`src/sv/rde_pkg.sv`:
```
`timescale 1ns / 1ps
// rde_pkg: beat types, operation and result codes for the reversible deque engine
// no dependencies; imported by rde_outq and reversible_deque_engine_unit

package rde_pkg;

	localparam logic [1:0] OP_LOAD    = 2'd0;
	localparam logic [1:0] OP_REVERSE = 2'd1;
	localparam logic [1:0] OP_DELETE  = 2'd2;
	localparam logic [1:0] OP_FINISH  = 2'd3;

	localparam logic [1:0] KIND_ELEMENT  = 2'd0;
	localparam logic [1:0] KIND_EMPTY    = 2'd1;
	localparam logic [1:0] KIND_ERROR    = 2'd2;
	localparam logic [1:0] KIND_OVERFLOW = 2'd3;

	typedef struct packed {
		logic [1:0]  operation;
		logic [15:0] value;
	} req_beat_t;

	typedef struct packed {
		logic [1:0]  kind;
		logic [15:0] element;
		logic        last;
	} rsp_beat_t;

	// push request into the output queue
	typedef struct packed {
		logic      valid;
		rsp_beat_t beat;
	} outq_push_t;

	typedef enum logic [1:0] {
		ST_IDLE  = 2'b01,
		ST_DRAIN = 2'b10
	} state_t;

endpackage

```
`src/sv/rde_mem.sv`:
```
`timescale 1ns / 1ps
// rde_mem: element storage, one write port and one read port, registered read data
// depends on: nothing beyond its parameter

module rde_mem #(
	parameter int DEPTH = 32,
	parameter int AW    = 5
) (
	input  logic          clk,
	input  logic          we,
	input  logic [AW-1:0] waddr,
	input  logic [15:0]   wdata,
	input  logic          re,
	input  logic [AW-1:0] raddr,
	output logic [15:0]   rdata
);

	logic [15:0] mem [DEPTH];

	always_ff @(posedge clk) begin
		if (we) begin
			mem[waddr] <= wdata;
		end
	end

	always_ff @(posedge clk) begin
		if (re) begin
			rdata <= mem[raddr];
		end
	end

endmodule

```
`src/sv/rde_outq.sv`:
```
`timescale 1ns / 1ps
// rde_outq: two-entry result queue that decouples the engine from the receiver
// depends on: rde_pkg

module rde_outq
	import rde_pkg::*;
(
	input  logic       clk,
	input  logic       arst_n,
	input  outq_push_t push,
	output logic [1:0] level,
	output logic       rsp_valid,
	input  logic       rsp_ready,
	output rsp_beat_t  rsp
);

	rsp_beat_t ent_q [2];
	logic      wp_q;
	logic      rp_q;
	logic [1:0] level_q;
	logic      pop;

	assign pop       = rsp_valid & rsp_ready;
	assign rsp_valid = (level_q != 2'd0);
	assign rsp       = ent_q[rp_q];
	assign level     = level_q;

	always_ff @(posedge clk or negedge arst_n) begin
		if (!arst_n) begin
			wp_q    <= 1'b0;
			rp_q    <= 1'b0;
			level_q <= 2'd0;
		end else begin
			if (push.valid) begin
				wp_q <= ~wp_q;
			end
			if (pop) begin
				rp_q <= ~rp_q;
			end
			level_q <= level_q + {1'b0, push.valid} - {1'b0, pop};
		end
	end

	always_ff @(posedge clk) begin
		if (push.valid) begin
			ent_q[wp_q] <= push.beat;
		end
	end

	// no push into a full queue unless an entry leaves in the same cycle
	a_no_overflow: assert property (@(posedge clk) disable iff (!arst_n)
		(push.valid && level_q == 2'd2) |-> pop)
		else $error("result queue overflow");

	// level only moves by the push and pop of the previous cycle
	a_level_track: assert property (@(posedge clk) disable iff (!arst_n)
		(!push.valid && !pop) |=> $stable(level_q))
		else $error("result queue level changed without a beat");

	a_level_range: assert property (@(posedge clk) disable iff (!arst_n)
		level_q != 2'd3)
		else $error("result queue level out of range");

endmodule

```
`src/sv/reversible_deque_engine_unit.sv`:
```
`timescale 1ns / 1ps
// reversible_deque_engine_unit: bounded deque with a logical reverse flag, top level
// depends on: rde_pkg, rde_mem, rde_outq
//
// usage
// - req channel (req_valid / req_ready / req) carries one command beat: load, reverse,
//   delete front or finish. load, reverse and delete are taken one per cycle while no
//   drain runs and give no result beat.
// - rsp channel (rsp_valid / rsp_ready / rsp) carries result beats. a finish gives one
//   beat (delete error, overflow or empty list) or one beat per stored element in
//   logical order, last set on the final one.
// - a single-beat finish is pushed into the output queue in the cycle it is taken. an
//   element drain starts once the finish has put the engine in its drain state, reads
//   the element memory one entry per cycle while the output queue has room, and each
//   beat passes through the registered read data and then the output queue. the read
//   port of the element memory sets that rate.
// - no command is taken while a drain runs; loads, reverses and deletes are otherwise
//   taken even while result beats wait in the two-entry output queue. a finish waits
//   until the queue has room.
// - when the receiver stalls, the drain stops issuing reads once the output queue and
//   the read in flight would fill it, and resumes as beats leave.
// - reset clears head, count and all flags; element memory content is left as is and is
//   only read inside the occupied window. a finish clears the same state.

module reversible_deque_engine_unit
	import rde_pkg::*;
#(
	parameter int DEPTH = 32
) (
	input  logic      clk,
	input  logic      arst_n,
	input  logic      req_valid,
	output logic      req_ready,
	input  req_beat_t req,
	output logic      rsp_valid,
	input  logic      rsp_ready,
	output rsp_beat_t rsp
);

	localparam int AW = (DEPTH > 1) ? $clog2(DEPTH) : 1;
	localparam int CW = $clog2(DEPTH + 1);
	localparam int SW = CW + 1;

	// control state
	state_t         state_q;
	logic [AW-1:0]  head_q;
	logic [CW-1:0]  occ_q;
	logic           rev_q;
	logic           err_q;
	logic           ovf_q;
	logic [CW-1:0]  k_q;

	// read pipeline
	logic           rd_s1;
	logic           last_s1;

	logic           accept;
	logic           full;
	logic           single;
	logic [1:0]     single_kind;
	logic [1:0]     level;
	logic           pop;
	logic           rd_issue;
	logic           drain_last;
	logic [CW-1:0]  off;
	logic [SW-1:0]  tail_sum;
	logic [SW-1:0]  rd_sum;
	logic [AW-1:0]  tail_addr;
	logic [AW-1:0]  rd_addr;
	logic [AW-1:0]  head_inc;
	logic           we;
	logic [15:0]    rdata;
	outq_push_t     push;

	assign accept = req_valid & req_ready;
	assign full   = (occ_q == CW'(DEPTH));
	assign pop    = rsp_valid & rsp_ready;

	// a finish that answers with one beat: flag set or empty store
	assign single      = err_q | ovf_q | (occ_q == '0);
	assign single_kind = err_q ? KIND_ERROR : (ovf_q ? KIND_OVERFLOW : KIND_EMPTY);

	// finish needs a free queue slot and no element beat landing in the same cycle
	assign req_ready = (state_q == ST_IDLE) &&
		((req.operation != OP_FINISH) || (!rd_s1 && level != 2'd2));

	// physical tail: head plus count, wrapped once
	always_comb begin
		tail_sum = SW'(head_q) + SW'(occ_q);
		if (tail_sum >= SW'(DEPTH)) begin
			tail_sum = tail_sum - SW'(DEPTH);
		end
		tail_addr = tail_sum[AW-1:0];
	end

	assign head_inc = (head_q == AW'(DEPTH - 1)) ? '0 : head_q + AW'(1);

	// drain read address in logical order
	always_comb begin
		off = rev_q ? (occ_q - CW'(1) - k_q) : k_q;
		rd_sum = SW'(head_q) + SW'(off);
		if (rd_sum >= SW'(DEPTH)) begin
			rd_sum = rd_sum - SW'(DEPTH);
		end
		rd_addr = rd_sum[AW-1:0];
	end

	// issue a read only when its beat is sure to find a queue slot
	assign rd_issue = (state_q == ST_DRAIN) &&
		(({1'b0, level} + {2'b00, rd_s1}) < (3'd2 + {2'b00, pop}));
	assign drain_last = (k_q == occ_q - CW'(1));

	assign we = accept && (req.operation == OP_LOAD) && !err_q && !full;

	rde_mem #(
		.DEPTH (DEPTH),
		.AW    (AW)
	) u_mem (
		.clk   (clk),
		.we    (we),
		.waddr (tail_addr),
		.wdata (req.value),
		.re    (rd_issue),
		.raddr (rd_addr),
		.rdata (rdata)
	);

	// element beats from the read pipe and single beats from a finish never coincide
	always_comb begin
		push.valid = rd_s1 || (accept && (req.operation == OP_FINISH) && single);
		if (rd_s1) begin
			push.beat = '{kind: KIND_ELEMENT, element: rdata, last: last_s1};
		end else begin
			push.beat = '{kind: single_kind, element: 16'd0, last: 1'b1};
		end
	end

	rde_outq u_outq (
		.clk       (clk),
		.arst_n    (arst_n),
		.push      (push),
		.level     (level),
		.rsp_valid (rsp_valid),
		.rsp_ready (rsp_ready),
		.rsp       (rsp)
	);

	always_ff @(posedge clk or negedge arst_n) begin
		if (!arst_n) begin
			state_q <= ST_IDLE;
			head_q  <= '0;
			occ_q   <= '0;
			rev_q   <= 1'b0;
			err_q   <= 1'b0;
			ovf_q   <= 1'b0;
			k_q     <= '0;
			rd_s1   <= 1'b0;
		end else begin
			rd_s1 <= rd_issue;
			case (state_q)
				ST_IDLE: begin
					if (accept) begin
						case (req.operation)
							OP_LOAD: begin
								if (!err_q) begin
									if (full) begin
										ovf_q <= 1'b1;
									end else begin
										occ_q <= occ_q + CW'(1);
									end
								end
							end
							OP_REVERSE: begin
								if (!err_q) begin
									rev_q <= ~rev_q;
								end
							end
							OP_DELETE: begin
								if (!err_q) begin
									if (occ_q == '0) begin
										err_q <= 1'b1;
									end else begin
										if (!rev_q) begin
											head_q <= head_inc;
										end
										occ_q <= occ_q - CW'(1);
									end
								end
							end
							default: begin
								// finish
								if (single) begin
									head_q <= '0;
									occ_q  <= '0;
									rev_q  <= 1'b0;
									err_q  <= 1'b0;
									ovf_q  <= 1'b0;
								end else begin
									k_q     <= '0;
									state_q <= ST_DRAIN;
								end
							end
						endcase
					end
				end
				ST_DRAIN: begin
					if (rd_issue) begin
						k_q <= k_q + CW'(1);
						if (drain_last) begin
							head_q  <= '0;
							occ_q   <= '0;
							rev_q   <= 1'b0;
							state_q <= ST_IDLE;
						end
					end
				end
				default: begin
					state_q <= ST_IDLE;
				end
			endcase
		end
	end

	always_ff @(posedge clk) begin
		last_s1 <= drain_last;
	end

	a_occ_bound: assert property (@(posedge clk) disable iff (!arst_n)
		occ_q <= CW'(DEPTH))
		else $error("occupancy above depth");

	// element read data only arrives for reads issued while draining
	a_rd_from_drain: assert property (@(posedge clk) disable iff (!arst_n)
		rd_s1 |-> $past(state_q == ST_DRAIN))
		else $error("read issued outside a drain");

	// a finish leaves the sticky flags cleared
	a_finish_clears: assert property (@(posedge clk) disable iff (!arst_n)
		(accept && req.operation == OP_FINISH) |=> (!err_q && !ovf_q))
		else $error("flags survive a finish");

	// no load or delete lands while elements are being drained
	a_drain_holds: assert property (@(posedge clk) disable iff (!arst_n)
		(state_q == ST_DRAIN) |-> !we)
		else $error("store written during drain");

endmodule
```
`config.mk`:
```
export PLATFORM = sky130hd
export DESIGN_NAME = reversible_deque_engine_unit
export DESIGN_NICKNAME = d
export VERILOG_FILES = /design/src/sv/rde_pkg.sv /design/src/sv/rde_mem.sv /design/src/sv/rde_outq.sv /design/src/sv/reversible_deque_engine_unit.sv
export SDC_FILE = /design/constraint.sdc
export NUM_CORES = 1
export LEC_CHECK = 0
export BUFFER_PORTS_ARGS = -buffer_cell sky130_fd_sc_hd__buf_2
export CAP_MARGIN = 10
export CORE_AREA = 2 2 296 210
export DETAILED_ROUTE_END_ITERATION = 8
export DIE_AREA = 0 0 298 212
export GPL_TIMING_DRIVEN = 0
export PLACE_DENSITY = 0.53
export SLEW_MARGIN = 20
export SYNTH_ARGS = -nofsm -noshare
export SYNTH_HDL_FRONTEND = slang
export SYNTH_SLANG_ARGS = --single-unit
```
`constraint.sdc`:
```
create_clock -name clk -period 4.4 [get_ports clk]
set_input_delay 0.22 -clock clk [delete_from_list [all_inputs] [get_ports clk]]
set_output_delay 0.22 -clock clk [all_outputs]
set_load 0.02 [all_outputs]
```
==> flow_summary.toml, run 1 <==
[sta]
final-setup-viol-count = 0
skew_ns = 0.0137
clock.fmax_mhz = 235
timing.hold.ws_ns = 0.0152
worst_slew_pin_slew_ns = 1.02
slew_violations = 0
relSlewSlack = 0.322
setup_tns_ns = 0
hold_violations = 0
rsz0062_at_grt = "false"
min_period_ns = 4.25
finalCritPeriodShare = 0.965

[clocking]
cts_tree = "built"
cts.sinks = 594
cts_buffer_depth = 3
path_clk_slew_ns = 0.07
h-tree-depth = 2
cts_root_buffer = "clkbuf_16"
clk-insertion-delay-late_ns = 0.60
cts_made_buffers = 55

[floorplanning]
die_h_microns = 212
die_x_microns = 298
pin_count = 43
die_area_sq_um = 63200
start_util = 0.395
rows = 76
fp.coreArea_sq_um = 60700

[synthesis]
synth.top_cell.area_share = 0.709
syn-instance-count = 1149
ys_warn_count = 0
synth_fp_nets = 1201
synth_area_per_cell_sq_um = 20.9
synth_edf_count = 566
synth.area.top_cells = "edfxtp_1 71%, mux4_2 15%, dfrtp_1 2.7%, mux2_2 1.7%, ha_1 1.4%"
netlist.top_cell.by_area = "edfxtp_1"
ys.flop_type = "edfxtp_1"
synthArstFlopShare = 0.0455
syn_area_sq_um = 24000
synth-seq-area-share = 0.738
synth.ff_latch_count = 594
synth_cell_types = 62

[place]
io_buffers = 42
dpl.cell_count = 2033
dpl.hpwl_microns = 37400
gp_congestion = 0.763

[critical_path]
crit_type = "reg -> reg"
cp.arrival_ns = 4.58
crit_chain = "inv_1 > ha_1 > inv_1 > fa_1 > nand2_1 > o21ai_0 > fa_2 > buf_8 > clkbuf_8 > mux4_2 > mux4_2 > mux2_2"
crit_slowest_cell = "fa_2"
cp_num_cells = 12
worst-path-buf-inv = 4
reg2reg_setup_slack_ns = 0.15
end_kind = "flip-flop"
critPathRequiredTime_ns = 4.74
crit_fanout = 10
slowest_delay_ns = 0.62
rr_worst_depth = 12
cp-start-kind = "flip-flop"
crit_family = "adder cells"

[cells_and_area]
most-common-layout-cells = "566 x edfxtp_1, 160 x mux4_2, 55 x clkbuf_16"
fin_cells = 2138
layout.nets = 1326
drive_gt1_frac = 0.322
area.growth.synth_to_final_pct = 14.8
diodes = 0
final_common_cell = "edfxtp_1"

[global_route]
met3_usage = 0.0408
antenna_found_initial = 4
grtUsageMet1 = 0.289
grt_start_max_net_pins = 33
grt_pass1_vias = 11800
grt_pass1_wl_microns = 82900
grt_util_met2 = 0.258
busiest_layer = "met1"
gr-total-overflow = 0
track_usage = 0.182

[flow_run]
cap_viol_max_count = 0

[detailed_routing]
viasPerCell = 5.44
drt_iter0_drc = 1062
postRouteWirelength_microns = 57000
drtAntennaViolNets = 0
via_count = 11600
dr.pass1.iters = 5
route.detailed.drc = 0
wl_per_cell_microns = 26.7

[power]
finalPower_mw = 20.5
ir_drop_mv = 0.551
p_per_area_nw_per_um2 = 744
p_leak_nw = 8.76

[hold_path]
hold_depth = 3
hold_path.class = "in -> reg"

[status]
status = "complete, no violations"
==> Yosys cell counts, types with 3 or more instances <==
| library cell | instances |
|---|---|
| edfxtp_1 | 566 |
| mux4_2 | 160 |
| nor2_1 | 51 |
| clkbuf_1 | 36 |
| mux2_2 | 36 |
| ha_1 | 27 |
| dfrtp_1 | 26 |
| inv_1 | 23 |
| nand2_1 | 22 |
| and2_1 | 20 |
| xnor2_1 | 17 |
| nand3_1 | 15 |
| o21ai_0 | 13 |
| a21oi_1 | 11 |
| a31oi_1 | 7 |
| buf_1 | 6 |
| buf_2 | 6 |
| nand4_1 | 6 |
| nor2b_1 | 6 |
| nor3_1 | 6 |
| xor2_1 | 6 |
| a21o_1 | 5 |
| mux2i_1 | 5 |
| nand2b_1 | 5 |
| or3_1 | 5 |
| and3_1 | 4 |
| o21ai_1 | 4 |
| a41oi_1 | 3 |
| buf_6 | 3 |
| fa_1 | 3 |
| nor4_1 | 3 |
| nor4b_1 | 3 |
| o22ai_1 | 3 |
| o2bb2ai_1 | 3 |
==> routing by layer <==
layer | wire [microns] | part of all wire
met4 | 752 | 0.013
met3 | 3800 | 0.067
met5 | 0 | 0
met1 | 28300 | 0.50
met2 | 24200 | 0.42
==> tightest hold or removal path: cells and delay by family <==
family / cells / cell delay (ns)
compound gates: 1 / 0.17
xor+xnor: 1 / 0.09
buf+inv: 1 / 0.09
==> flip-flops by register name (all words and copies together) (netlist names), 2 cells and up <==
signal        flops
u_outq.ent_q     38
u_mem.rdata      16
head_q            5
u_mem.mem       512
occ_q             6
k_q               6
u_outq.level      2
state_q           2
==> power by group <==
group          internal (mW)  switching [mW]
combinational           4.19            5.06
sequential              6.58           0.133
clock                   2.43            2.09
==> final timing paths <==
| check | startpoint | endpoint |
|---|---|---|
| worst max-delay path | occ_q[1] | u_mem.rdata[6] |
| worst min-delay path | rsp_ready | u_outq.rp_q |
| max in group asynchronous | arst_n | occ_q[1] |
| min in group asynchronous | arst_n | occ_q[0] |
| worst max register to register | occ_q[1] | u_mem.rdata[6] |
| worst min register to register | state_q[0] | state_q[0] |
==> per-stage QoR <==
stage           util  worst slack, ns  instance area, sq um
2_1_floorplan      -            0.438                 24000
3_3_place_gp   0.416           -0.932                 25200
3_5_place_dp   0.423           -0.902                 25700
4_1_cts        0.453         -0.00601                 27500
5_1_grt        0.454           0.0137                 27500
6_report       0.454            0.153                 27500
==> kinds of logic after synthesis <==
group / share of synthesized area
XOR/XNOR: 0.00908
buffers and inverters: 0.0135
adder cells (fa/ha/maj): 0.0166
AND/OR/NAND/NOR: 0.0340
multiplexers: 0.170
AO/OA/AOI/OAI: 0.0189
flip-flops: 0.738
==> repair_timing <==
| action | in CTS | in global routing |
|---|---|---|
| pin swaps | 0 | 0 |
| hold endpoints to repair | 26 | 0 |
| hold buffers | 1 | 0 |
| cloned | 0 | 0 |
| setup buffers | 0 | 2 |
| gates resized for setup | 52 | 22 |
| endpoints found under the setup margin | 16 | 16 |
==> layout make-up <==
type | count | area [sq um]
multi-input combinational | 479 | 6150
buffer | 53 | 377
clock inverter | 33 | 241
timing repair buffer | 68 | 539
clock buffer | 69 | 1430
fill | 5171 | 33100
sequential | 594 | 17700
tap | 819 | 1020
inverter | 23 | 86.3
Power figures use the tool's default switching activity.
==> run 2, diff against run 1 <==
CORE_AREA = 2 2 265 189   (was 2 2 296 210)
DIE_AREA = 0 0 267 191   (was 0 0 298 212)
PLACE_DENSITY = 0.63   (was 0.53)
==> run 2 against run 1 <==
Design area fell by 0.67%. Wire length shrank 5.8%. Total power down 1.4%. First-iteration DRC count grew 35%. Sequential power about the same. Combinational power fell by 3.5%. Clock-buffer cell count down 5. Largest cell class unchanged. Largest power group unchanged. Highest routed layer unchanged.
==> flow_summary.toml, run 2 (synthesized netlist as in run 1, its figures left out) <==
[status]
status = "complete, no violations"

[sta]
fin_ws_ns = 0.186
min_period_ns = 4.21
skew_ns = 0.0283
setup_tns_ns = 0
hold_violations = 0
worst_slew_pin_slew_ns = 0.890
clock.fmax_mhz = 237
rsz0062_at_grt = "true"
slew_violations = 0
finalCritPeriodShare = 0.958
final-setup-viol-count = 0
relSlewSlack = 0.407
timing.hold.ws_ns = 0.0381

[global_route]
grt_pass1_vias = 11600
busiest_layer = "met1"
grt_start_max_net_pins = 33
gr-total-overflow = 0
track_usage = 0.216
antenna_found_initial = 3
grt_pass1_wl_microns = 78500
grt_util_met2 = 0.307
met3_usage = 0.0587
grtUsageMet1 = 0.336

[cells_and_area]
fillerInstances = 3642
final_common_cell = "edfxtp_1"
layout.nets = 1332
area.growth.synth_to_final_pct = 14.1
fin_cells = 1985
largest_register_ffs = 512
postLayoutCellArea_sq_um = 27400
top_regs = "u_mem.mem: 512 flops, u_outq.ent_q: 38 flops, u_mem.rdata: 16 flops"
drive_gt1_frac = 0.328
final_util = 0.563
seqCellArea_sq_um = 17700
multi_input_area_sq_um = 6080
top_register = "u_mem.mem"
most-common-layout-cells = "566 x edfxtp_1, 160 x mux4_2, 53 x clkbuf_16"

[critical_path]
end_kind = "flip-flop"
crit_type = "reg -> reg"
cp.arrival_ns = 4.55
slowest_delay_ns = 0.64
cpMostUsedCell = "ha_1"
crit_chain = "inv_1 > ha_1 > xor2_1 > ha_1 > xnor2_1 > a21oi_1 > ha_1 > xnor2_2 > clkbuf_4 > mux4_2 > mux2_2"
crit_slowest_cell = "mux4_2"
crit_family = "multiplexers"
cp-start-kind = "flip-flop"
crit_fanout = 10
critPathRequiredTime_ns = 4.74
worst-path-buf-inv = 2

[place]
dpl.cell_count = 1889
dpl.hpwl_microns = 36300
gp_congestion = 0.822
placed_area_sq_um = 25600
io_buffers = 42
dp_slack_ns = -0.837

[flow_run]
cap_viol_max_count = 0

[power]
p_switching_mw = 6.99
p_per_area_nw_per_um2 = 738
seq_power_share = 0.333
swShare = 0.346
p_comb_frac = 0.442
p_leak_nw = 8.80
p_clk_frac = 0.225
internal_power_mw = 13.2
ir_drop_mv = 0.454
finalPower_mw = 20.2

[clocking]
cts_buffer_depth = 3
cts_root_buffer = "clkbuf_16"
cts.sinks = 594
cts_tree = "built"
path_clk_slew_ns = 0.07
h-tree-depth = 2
clk-insertion-delay-late_ns = 0.60
cts_made_buffers = 53

[detailed_routing]
via_count = 11700
drt_iter0_drc = 1435
postRouteWirelength_microns = 53700
viasPerCell = 5.90
wl_per_cell_microns = 27.1
drtAntennaViolNets = 0
route.detailed.drc = 0
dr.pass1.iters = 5

[floorplanning]
die_x_microns = 267
die_area_sq_um = 51000
start_util = 0.494
rows = 68
die_h_microns = 191
fp.coreArea_sq_um = 48600
pin_count = 43

[hold_path]
hold_path.class = "in -> reg"
==> run 2: per-layer routing <==
metal	up-vias	wire length (microns)	part of all wire
met4	0	1080	0.020
li1	5003	-	-
met2	430	23400	0.44
met3	68	4560	0.085
met5	-	0	0
met1	6203	24700	0.46
==> run 2: tightest hold or removal path: cells and delay by family <==
family,cells,cell delay (ns)
AOI/OAI and AO/OA,1,0.18
xor gates and xnor gates,1,0.10
buffers and inverters,1,0.10
==> run 2: cell type report <==
type                            instances  share of cell area
Sequential cell                       594               0.647
Multi-Input combinational cell        479               0.222
Clock buffer                           64              0.0500
Tap cell                              665              0.0304
Timing Repair Buffer                   76              0.0236
Buffer                                 53              0.0123
Clock inverter                         30              0.0112
Inverter                               23             0.00316
Antenna cell                            1           0.0000915
==> run 2: final timing paths <==
path	startpoint	to	slack [ns]	cells after the start
setup / recovery	occ_q[1]	u_mem.rdata[10]	0.19	11
hold / removal	rsp_ready	u_outq.rp_q	0.04	3
setup reg to reg	occ_q[1]	u_mem.rdata[10]	0.19	11
hold reg to reg	state_q[0]	state_q[0]	0.51	2
max in group asynchronous	arst_n	occ_q[1]	3.73	2
min in group asynchronous	arst_n	occ_q[5]	0.19	2
==> run 2: repair_timing <==
action | 4_1_cts | 5_1_grt
endpoints found under the setup margin | 16 | 16
pin swaps | 0 | 1
resized for setup | 36 | 45
endpoints found under the hold margin | 26 | 0
setup buffers | 0 | 0
hold buffers | 1 | 0
==> run 2: power groups by stage <==
stage	combinational [mW]	sequential, mW	clock (mW)
2_1_floorplan	5.85	6.80	0
3_3_place_gp	8.64	6.84	0
3_5_place_dp	8.73	6.84	0
4_1_cts	8.87	6.72	4.62
5_1_grt	9.45	6.74	4.84
6_report	8.93	6.72	4.54
